File: src/rtl/core/ipd_pkg.sv
// Package for the incremental PID controller with deadband.
// Holds register indexes, reset values, term limits and field widths.
// No dependencies; used by incremental_pid_with_deadband.
package ipd_pkg;

  // Field and register widths.
  localparam int MEAS_W    = 16;
  localparam int ERR_W     = 17;
  localparam int INTEG_W   = 18;
  localparam int ACC_W     = 16;
  localparam int DRIVE_W   = 8;
  localparam int CFG_IDX_W = 3;
  localparam int CFG_DAT_W = 16;

  // Register indexes on the configuration port.
  localparam logic [CFG_IDX_W-1:0] REG_SETPOINT     = 3'd0;
  localparam logic [CFG_IDX_W-1:0] REG_DEADBAND     = 3'd1;
  localparam logic [CFG_IDX_W-1:0] REG_KP           = 3'd2;
  localparam logic [CFG_IDX_W-1:0] REG_KI           = 3'd3;
  localparam logic [CFG_IDX_W-1:0] REG_KD           = 3'd4;
  localparam logic [CFG_IDX_W-1:0] REG_GAIN_DIVISOR = 3'd5;
  localparam logic [CFG_IDX_W-1:0] REG_MIN_DRIVE    = 3'd6;
  localparam logic [CFG_IDX_W-1:0] REG_INVERT       = 3'd7;

  // Register reset values.
  localparam logic [15:0] RST_SETPOINT     = 16'd0;
  localparam logic [15:0] RST_DEADBAND     = 16'd100;
  localparam logic [15:0] RST_KP           = 16'd1;
  localparam logic [7:0]  RST_KI           = 8'd0;
  localparam logic [15:0] RST_KD           = 16'd0;
  localparam logic [15:0] RST_GAIN_DIVISOR = 16'd1;
  localparam logic [8:0]  RST_MIN_DRIVE    = 9'd0;
  localparam logic        RST_INVERT       = 1'b0;

  // Output and term limits.
  localparam logic [ACC_W-1:0] OUT_MAX = 16'd65534;
  localparam logic signed [INTEG_W-1:0] INTEG_LIM = 18'sd1000;
  localparam logic [9:0]  P_LIM      = 10'd512;
  localparam logic [8:0]  I_LIM      = 9'd256;
  localparam logic [10:0] D_LIM      = 11'd1024;
  localparam logic [8:0]  ROUND_HALF = 9'd128;

  // Default derivative lag, in samples.
  localparam int DERIV_LAG_DEF = 1;

endpackage

File: src/rtl/core/incremental_pid_with_deadband.sv
// Incremental PID controller with deadband, top level.
// Depends on ipd_pkg for constants; contains the sequencer and shared datapath.
//
// One measurement word is taken at a time. Each word goes from acceptance to the
// deadband check; outside the band it goes straight to the result (the deadband
// path), inside it the PID path runs the shared 17x16 multiplier and the one
// compare-subtract divider stage, which produces one quotient bit a cycle: 10
// steps for the P term and 9 for the I term. in_ready is high only while the
// block is idle; the result word is held until it is taken. Configuration writes
// take effect at once and must only be issued while idle.
module incremental_pid_with_deadband #(
  parameter int DERIV_LAG = ipd_pkg::DERIV_LAG_DEF
) (
  input  logic                              clk,
  input  logic                              rst_n,
  input  logic                              cfg_we,
  input  logic [ipd_pkg::CFG_IDX_W-1:0]     cfg_index,
  input  logic [ipd_pkg::CFG_DAT_W-1:0]     cfg_wdata,
  input  logic                              in_valid,
  output logic                              in_ready,
  input  logic signed [ipd_pkg::MEAS_W-1:0] in_measurement,
  output logic                              out_valid,
  input  logic                              out_ready,
  output logic [ipd_pkg::DRIVE_W-1:0]       out_drive,
  output logic [ipd_pkg::ACC_W-1:0]         out_accumulated_output
);
  import ipd_pkg::*;

  localparam int LAG = (DERIV_LAG > 2) ? 2 : ((DERIV_LAG < 1) ? 1 : DERIV_LAG);

  // Sequencer codes.
  localparam logic [3:0] ST_IDLE = 4'd0;
  localparam logic [3:0] ST_CHK  = 4'd1;
  localparam logic [3:0] ST_MULP = 4'd2;
  localparam logic [3:0] ST_DIVP = 4'd3;
  localparam logic [3:0] ST_MULI = 4'd4;
  localparam logic [3:0] ST_DIVI = 4'd5;
  localparam logic [3:0] ST_MULD = 4'd6;
  localparam logic [3:0] ST_SUM  = 4'd7;
  localparam logic [3:0] ST_OUT  = 4'd8;

  // Configuration registers.
  logic signed [15:0] setpoint_r;
  logic [15:0]        deadband_r;
  logic [15:0]        kp_r;
  logic [7:0]         ki_r;
  logic [15:0]        kd_r;
  logic [15:0]        gain_div_r;
  logic [8:0]         min_drive_r;
  logic               invert_r;

  // Control and datapath state.
  logic [3:0]                state_r, state_nxt;
  logic signed [ERR_W-1:0]   err_r, err_nxt;
  logic signed [ERR_W-1:0]   hist_r [0:LAG];
  logic signed [INTEG_W-1:0] integ_r, integ_nxt;
  logic [ACC_W-1:0]          acc_r, acc_nxt;
  logic [32:0]               rem_r, rem_nxt;
  logic [24:0]               dsh_r, dsh_nxt;
  logic [9:0]                q_r, q_nxt;
  logic [3:0]                cnt_r, cnt_nxt;
  logic                      sgn_r, sgn_nxt;
  logic signed [10:0]        p_r, p_nxt;
  logic signed [9:0]         i_r, i_nxt;
  logic                      shift_hist;

  // Combinational helpers.
  logic signed [ERR_W-1:0]   err_in;
  logic signed [ERR_W:0]     err_x, db_pos, db_neg;
  logic signed [ERR_W-1:0]   err_abs;
  logic signed [INTEG_W-1:0] integ_abs;
  logic signed [ERR_W:0]     diff, diff_abs;
  logic [15:0]               div_eff;
  logic [16:0]               mul_a;
  logic [15:0]               mul_b;
  logic                      mul_s;
  logic [32:0]               prod;
  logic                      ge;
  logic [32:0]               dsh_ext;
  logic [9:0]                pmag;
  logic [8:0]                imag;
  logic [10:0]               dmag;
  logic signed [18:0]        sum;
  logic [16:0]               rounded;

  // Configuration write port.
  always_ff @(posedge clk) begin
    if (!rst_n) begin
      setpoint_r  <= RST_SETPOINT;
      deadband_r  <= RST_DEADBAND;
      kp_r        <= RST_KP;
      ki_r        <= RST_KI;
      kd_r        <= RST_KD;
      gain_div_r  <= RST_GAIN_DIVISOR;
      min_drive_r <= RST_MIN_DRIVE;
      invert_r    <= RST_INVERT;
    end else if (cfg_we) begin
      case (cfg_index)
        REG_SETPOINT:     setpoint_r  <= cfg_wdata;
        REG_DEADBAND:     deadband_r  <= cfg_wdata;
        REG_KP:           kp_r        <= cfg_wdata;
        REG_KI:           ki_r        <= cfg_wdata[7:0];
        REG_KD:           kd_r        <= cfg_wdata;
        REG_GAIN_DIVISOR: gain_div_r  <= cfg_wdata;
        REG_MIN_DRIVE:    min_drive_r <= cfg_wdata[8:0];
        REG_INVERT:       invert_r    <= cfg_wdata[0];
        default: ;
      endcase
    end
  end

  // Error of the incoming word, with optional inversion of sense.
  always_comb begin
    if (invert_r) begin
      err_in = ERR_W'(in_measurement) - ERR_W'(setpoint_r);
    end else begin
      err_in = ERR_W'(setpoint_r) - ERR_W'(in_measurement);
    end
  end

  // Deadband limits and operand magnitudes.
  assign err_x     = {err_r[ERR_W-1], err_r};
  assign db_pos    = $signed({2'b00, deadband_r});
  assign db_neg    = -db_pos;
  assign err_abs   = err_r[ERR_W-1] ? -err_r : err_r;
  assign integ_abs = integ_r[INTEG_W-1] ? -integ_r : integ_r;
  assign diff      = {hist_r[0][ERR_W-1], hist_r[0]} - {hist_r[LAG][ERR_W-1], hist_r[LAG]};
  assign diff_abs  = diff[ERR_W] ? -diff : diff;
  assign div_eff   = (gain_div_r == 16'd0) ? 16'd1 : gain_div_r;

  // Shared multiplier operand selection.
  always_comb begin
    mul_a = '0;
    mul_b = '0;
    mul_s = 1'b0;
    case (state_r)
      ST_MULP: begin
        mul_a = err_abs;
        mul_b = kp_r;
        mul_s = err_r[ERR_W-1];
      end
      ST_MULI: begin
        mul_a = integ_abs[16:0];
        mul_b = {8'd0, ki_r};
        mul_s = integ_r[INTEG_W-1];
      end
      ST_MULD: begin
        mul_a = diff_abs[16:0];
        mul_b = kd_r;
        mul_s = diff[ERR_W];
      end
      default: ;
    endcase
  end

  assign prod = mul_a * mul_b;

  // Shared compare-subtract stage of the divider.
  assign dsh_ext = {8'd0, dsh_r};
  assign ge      = rem_r >= dsh_ext;

  // Term bounds and output sum.
  assign dmag = (rem_r > {22'd0, D_LIM}) ? D_LIM : rem_r[10:0];
  assign sum  = $signed({3'b000, acc_r}) + 19'(p_r) + 19'(i_r)
              + (sgn_r ? -$signed({8'd0, dmag}) : $signed({8'd0, dmag}));

  // Sequencer and datapath next values.
  always_comb begin
    state_nxt  = state_r;
    err_nxt    = err_r;
    integ_nxt  = integ_r;
    acc_nxt    = acc_r;
    rem_nxt    = rem_r;
    dsh_nxt    = dsh_r;
    q_nxt      = q_r;
    cnt_nxt    = cnt_r;
    sgn_nxt    = sgn_r;
    p_nxt      = p_r;
    i_nxt      = i_r;
    shift_hist = 1'b0;
    pmag       = '0;
    imag       = '0;
    case (state_r)
      ST_IDLE: begin
        if (in_valid) begin
          err_nxt   = err_in;
          state_nxt = ST_CHK;
        end
      end
      ST_CHK: begin
        if (err_x > db_pos) begin
          acc_nxt   = OUT_MAX;
          state_nxt = ST_OUT;
        end else if (err_x < db_neg) begin
          acc_nxt   = '0;
          state_nxt = ST_OUT;
        end else begin
          shift_hist = 1'b1;
          // Clear on a sign change or zero error, else grow while bounded.
          if ((err_r > 0 && hist_r[0] < 0) || (err_r < 0 && hist_r[0] > 0) ||
              err_r == 0) begin
            integ_nxt = '0;
          end else if (integ_r < INTEG_LIM && integ_r > -INTEG_LIM) begin
            integ_nxt = integ_r + INTEG_W'(err_r);
          end
          state_nxt = ST_MULP;
        end
      end
      ST_MULP: begin
        rem_nxt   = prod;
        sgn_nxt   = mul_s;
        dsh_nxt   = {div_eff, 9'd0};
        q_nxt     = '0;
        cnt_nxt   = 4'd9;
        state_nxt = ST_DIVP;
      end
      ST_DIVP, ST_DIVI: begin
        rem_nxt = ge ? (rem_r - dsh_ext) : rem_r;
        q_nxt   = {q_r[8:0], ge};
        dsh_nxt = dsh_r >> 1;
        cnt_nxt = cnt_r - 4'd1;
        if (cnt_r == 4'd0) begin
          if (state_r == ST_DIVP) begin
            pmag      = q_nxt[9] ? P_LIM : q_nxt;
            p_nxt     = sgn_r ? -$signed({1'b0, pmag}) : $signed({1'b0, pmag});
            state_nxt = ST_MULI;
          end else begin
            imag      = q_nxt[8] ? I_LIM : q_nxt[8:0];
            i_nxt     = sgn_r ? -$signed({1'b0, imag}) : $signed({1'b0, imag});
            state_nxt = ST_MULD;
          end
        end
      end
      ST_MULI: begin
        rem_nxt   = prod;
        sgn_nxt   = mul_s;
        dsh_nxt   = {1'b0, div_eff, 8'd0};
        q_nxt     = '0;
        cnt_nxt   = 4'd8;
        state_nxt = ST_DIVI;
      end
      ST_MULD: begin
        rem_nxt   = prod;
        sgn_nxt   = mul_s;
        state_nxt = ST_SUM;
      end
      ST_SUM: begin
        if (sum > $signed({3'b000, OUT_MAX})) begin
          acc_nxt = OUT_MAX;
        end else if (sum < 0) begin
          acc_nxt = '0;
        end else begin
          acc_nxt = sum[ACC_W-1:0];
        end
        state_nxt = ST_OUT;
      end
      ST_OUT: begin
        if (out_ready) begin
          state_nxt = ST_IDLE;
        end
      end
      default: state_nxt = ST_IDLE;
    endcase
  end

  // Control state and persistent controller state.
  always_ff @(posedge clk) begin
    if (!rst_n) begin
      state_r <= ST_IDLE;
      integ_r <= '0;
      acc_r   <= '0;
      for (int k = 0; k <= LAG; k++) begin
        hist_r[k] <= '0;
      end
    end else begin
      state_r <= state_nxt;
      integ_r <= integ_nxt;
      acc_r   <= acc_nxt;
      if (shift_hist) begin
        hist_r[0] <= err_r;
        for (int k = 1; k <= LAG; k++) begin
          hist_r[k] <= hist_r[k-1];
        end
      end
    end
  end

  // Working registers of the shared unit.
  always_ff @(posedge clk) begin
    err_r <= err_nxt;
    rem_r <= rem_nxt;
    dsh_r <= dsh_nxt;
    q_r   <= q_nxt;
    cnt_r <= cnt_nxt;
    sgn_r <= sgn_nxt;
    p_r   <= p_nxt;
    i_r   <= i_nxt;
  end

  // Handshake and result word.
  assign in_ready  = (state_r == ST_IDLE);
  assign out_valid = (state_r == ST_OUT);
  assign rounded   = {1'b0, acc_r} + {8'd0, ROUND_HALF};
  assign out_drive = (rounded[16:8] < min_drive_r) ? '0 : acc_r[15:8];
  assign out_accumulated_output = acc_r;

endmodule

File: config.mk
export PLATFORM = sky130hd
export DESIGN_NAME = incremental_pid_with_deadband
export DESIGN_NICKNAME = d
export VERILOG_FILES = /design/src/rtl/core/ipd_pkg.sv /design/src/rtl/core/incremental_pid_with_deadband.sv
export SDC_FILE = /design/constraint.sdc
export NUM_CORES = 2
export LEC_CHECK = 0
export ABC_CLOCK_PERIOD_IN_PS = 23900
export BUFFER_PORTS_ARGS = -buffer_cell sky130_fd_sc_hd__buf_2
export CAP_MARGIN = 5
export CORE_ASPECT_RATIO = 0.8
export CORE_MARGIN = 1
export CORE_UTILIZATION = 50
export CTS_CLUSTER_DIAMETER = 100
export CTS_CLUSTER_SIZE = 24
export DETAILED_ROUTE_END_ITERATION = 10
export PLACE_DENSITY = 0.72
export SYNTH_ARGS = -nofsm -noshare
export SYNTH_HDL_FRONTEND = slang
export SYNTH_SLANG_ARGS = --single-unit
File: constraint.sdc
create_clock -name clk -period 23.9 [get_ports clk]
set_input_delay 2.39 -clock clk [delete_from_list [all_inputs] [get_ports clk]]
set_output_delay 2.39 -clock clk [all_outputs]
set_load 0.05 [all_outputs]
Word level (Yosys, flattened, before mapping)
Memories as Yosys holds them, arrays and structs flattened. Index checks and enable logic that the tools add are counted.

Register bits: 246. RAM bits: 34. Output and inout bits: 26. Word-level logic and storage cells: 154. Memories: 1.

Multiplexer cells: 43. $add $sub $neg: 17. Multipliers: 1. Reductions and logical operators: 33. Bitwise operators: 5. Eq/ne operators: 20. Order comparisons: 13.

Memories: hist_r (words 2, bits a word 17, rd ports 2, clocked after Yosys merged registers in 0, write ports 2, RTL line incremental_pid_with_deadband.sv:55) `logic signed [ERR_W-1:0] hist_r [0:LAG];`.

Operators by type and width (count): 17-bit two-way mux (6); 16-bit two-way mux (5); 25-bit case mux with 3 select lines (1); 33-bit case mux with 2 select lines (1); 17-bit negator (3); 17-bit case mux with 3 select lines (1); 16-bit case mux with 3 select lines (1); 18-bit two-way mux (2); 17-bit by 1-bit greater-than comparator with 1-bit output (second input constant) (2); 17-bit by 1-bit < comparator with 1-bit output (second input constant) (2); 16-bit by 16-bit subtractor with 17-bit output (2); 33-bit by 25-bit greater-or-equal comparator with 1-bit output (1); 33-bit by 11-bit greater-than comparator with 1-bit output (second input constant) (1); 17-bit by 16-bit multiplier with 33-bit output (1); 33-bit two-way mux (1); 33-bit by 25-bit subtractor with 33-bit output (1); 32-bit logical NOT (1); 16-bit case mux with 2 select lines (1); 4-bit case mux with 8 select lines (1); 2-bit AND reduction (11); 10-bit two-way mux (2); 4-bit two-way mux (5); 18-bit by 10-bit adder with 19-bit output (1); 19-bit adder (1); other kinds (48) (78).

Depth between registers and ports, before layout
Word-level depth: 9. Gate-level depth with buffers: 38. Mapped depth without buffers: 35.

Least setup slack after synthesis
No wires, ideal clock.

Kind: register to register. Start: memory hist_r[0][0]. End: register rem_r[25] (data pin). Data required time: 23631 ps. Path buffers: 1. Path slack: 14982 ps. Setup time: 269 ps. Clock period less this slack: 8918 ps. Data arrival time: 8648 ps. Cell stages (with the launch flop): 34. Cell sequence: edfxtp_1 -> inv_1 -> ha_1 -> fa_1 -> nand2b_1 -> a21oi_1 -> xor2_1 -> nor4_1 -> o2111ai_1 -> nor4_1 -> nor2_1 -> xnor2_1 -> o221ai_1 -> clkbuf_1 -> nand2_1 -> fa_1 -> fa_1 -> inv_1 -> fa_1 -> fa_1 -> fa_1 -> inv_1 -> fa_1 -> inv_1 -> ha_1 -> a21o_1 -> or2_2 -> a2111oi_0 -> nor2_1 -> a21oi_1 -> o221ai_1 -> a31oi_1 -> xor2_1 -> mux2i_1.

RTL lines: start: declaration (RTL line incremental_pid_with_deadband.sv:55); end signal: assignment (RTL line incremental_pid_with_deadband.sv:291) `rem_r <= rem_nxt;`; end: declaration (RTL line incremental_pid_with_deadband.sv:58) `logic [32:0] rem_r, rem_nxt;`.

==> flow_summary.ini <==
[finish]
final_cell_mix = 491 x nand2_1, 436 x inv_1, 275 x nor2_1
multiInputGateArea_sq_um = 20200
fin_cells = 4267
seqCellArea_sq_um = 7050
nNetsFinal = 4041
area_growth_pct = 5.50
nFillCells = 5504
mostFrequentLayoutCell = nand2_1
drive_above_1_share_pct = 4.98

[place]
placedCellCount = 4236
place_congestion = 0.984
portBuffers = 65
dp_hpwl_um = 67100

[logic_synthesis]
syn_nets = 4054
syn_inst = 3499
netlist_area_sq_um = 29400
ys_types = 81
synth_seq_cells = 280
synth_ff_type = edfxtp_1
synth_edf_count = 144
synthArstFlopShare_pct = 0
avgSynthCellArea_sq_um = 8.41
ys_seq_area_share_pct = 23.9
yosysWarnings = 0

[sta]
fmax_ghz = 0.0985
finalHoldViolCount = 0
worst_slew_pin_slew_ps = 1180
max-slew-margin-rel_pct = 21.3
rsz0062_at_grt = no
tns_ps = 0
fin_crit_sh_pct = 42.5
setup_violations = 0
slew_violations = 0
fin_skew_ps = 26.7
period_needed_ps = 10160

[die]
io-pin-count = 66
core_sq_um = 58100
num_rows = 79
die_area_sq_um = 59900
die_h_um = 219
die_width_um = 273
start_util_pct = 50.6

[flow_run]
max-cap-violations = 0

[cts]
insertion_delay_ps = 550
ctsHoldBuffers = 0
clockBufferDepth = 3
ctsResizeCount = 0
cts_setup_buffers = 0
htreeDepth = 1
cts_tree = done
cts_made_buffers = 17
cts.clk_slew.worst_paths_ps = 100
cts-root-buf = clkbuf_16
cts_sinks = 280

[setup_path]
setup.worst_path.start_class = register
cp_data_arrival_time_ps = 10420
worstSetupPathType = reg -> reg
path_common_cell = fa_1
worstPathMaxFanout = 9
cp_slowest_cell = o221ai_1
critical_path.endpoint_type = register
slowest_delay_ps = 860
crit_required_ps = 24170

[global_routing]
overflow = 0
grt_max_degree = 84
grt_pass1_vias = 23800
grtUsageTotal_pct = 28.8
antenna_found_initial = 5
grt_first_pass_wirelength_um = 135000

[drt]
drt-wirelength-per-cell_um = 19.9
drtIter0Drc = 2438
final_antenna_net_count = 0
dr.pass1.iters = 6
vias = 25100
vias_per_cell = 5.89
drcViolationCount = 0
routed_wl_um = 85000

[pwr]
leakage_uw = 0.0137
power_density_nw_per_um2 = 51.9
vdd_drop_max_mv = 0.0722
power_uw = 1610

[min_path]
min_path_type = reg -> reg

[status]
status = finished clean
cell type report:
cell class,instances,share of cell area (%)
multi-input combinational,2647,65.2
sequential,280,22.7
inverter,438,5.30
tap,769,3.10
timing repair buffer,102,1.94
clock buffer,24,1.59
clock inverter,4,0.173
antenna,3,0.0242
kinds of logic (layout without fill, tap and decap cells):
kind of cell | after synthesis | after routing | share of synthesized area [%]
AOI/OAI and AO/OA | 769 | 769 | 16.7
buffers and inverters | 572 | 568 | 7.34
muxes | 21 | 21 | 0.786
adders and majority gates | 515 | 515 | 28.2
xor gates and xnor gates | 169 | 169 | 5.03
DFF | 280 | 280 | 23.9
and+or+nand+nor | 1173 | 1173 | 18.1
other | 0 | 3 | 0
through the flow:
stage	hold slack (ps)	setup slack [ps]	cell area, sq um	util, %
finish	459	13740	31100	53.4
global route	476	13010	31100	53.4
CTS	460	13870	31000	53.4
detailed placement	446	13890	30500	52.5
global placement	441	14080	30500	52.5
floorplan	433	14980	29400	-
cell usage after synthesis (10+ instances only):
library cell | count | area share [%]
o21ai_1 | 10 | 0.17
or2_2 | 16 | 0.34
or4_1 | 12 | 0.31
nand4_1 | 26 | 0.55
nand2_1 | 491 | 6.3
and2_1 | 32 | 0.68
a21o_1 | 75 | 1.9
mux2i_1 | 16 | 0.54
nor2_1 | 277 | 3.5
o21bai_1 | 14 | 0.36
o211ai_1 | 13 | 0.33
nor4_1 | 23 | 0.49
nand2b_1 | 28 | 0.60
edfxtp_1 | 144 | 15
inv_1 | 436 | 5.6
o21a_1 | 28 | 0.71
ha_1 | 268 | 11
fa_1 | 247 | 17
dfxtp_1 | 136 | 9.2
and3_1 | 56 | 1.2
or3_1 | 24 | 0.51
a211oi_1 | 29 | 0.74
nand3_1 | 58 | 0.99
nor2b_1 | 41 | 0.87
xnor2_1 | 93 | 2.8
o21ai_0 | 132 | 2.2
o22ai_1 | 28 | 0.60
o221a_2 | 10 | 0.38
a22oi_1 | 30 | 0.77
a21oi_1 | 261 | 4.4
o31ai_1 | 23 | 0.59
clkbuf_1 | 121 | 1.5
xor2_1 | 76 | 2.3
a21boi_0 | 14 | 0.36
nor3_1 | 68 | 1.2
a31oi_1 | 13 | 0.28
o41ai_1 | 10 | 0.30
path summary, 6_finish.rpt:
path                startpoint   endpoint  slack [ps]  cells after the start
hold / removal         kp_r[3]    kp_r[3]         460                      2
setup reg to reg  hist_r[0][0]  rem_r[25]       13740                     31
hold reg to reg        kp_r[3]    kp_r[3]         460                      2
setup / recovery  hist_r[0][0]  rem_r[25]       13740                     31
flip-flops by register name, summed over array words and instances (netlist names):
signal and flops:
hist_r 34, rem_r 33, dsh_r 25, integ_r 18
err_r 17, deadband_r 16, gain_div_r 16, kd_r 16
kp_r 16, out_accumulated_output 16, setpoint_r 16, p_r 11
i_r 10, min_drive_r 9, q_r 9, ki_r 8
cnt_r 4, state_r 4, invert_r 1, sgn_r 1
worst max-delay path: cells and delay by family, from the launching register on:
kind / cells / cell delay, ps
buf+inv: 4 / 210
xor+xnor: 3 / 450
simple gates: 5 / 1560
fa+ha+maj: 9 / 4100
mux: 1 / 90
flops: 1 / 360
compound gates: 9 / 3060
routing by layer:
| layer | share of wire, % | vias to the layer above | GRT usage, % |
|---|---|---|---|
| li1 | - | 11800 | - |
| met2 | 43 | 1150 | 44.0 |
| met1 | 45 | 12000 | 41.5 |
| met4 | 2.6 | 2 | 6.95 |
| met3 | 10 | 131 | 5.96 |
| met5 | 0.015 | - | 0 |
power breakdown:
part,internal (uW),switching [uW]
Clock,151,186
Combinational,236,424
Sequential,557,58.2
No activity file was read; power rests on OpenSTA's default activity.
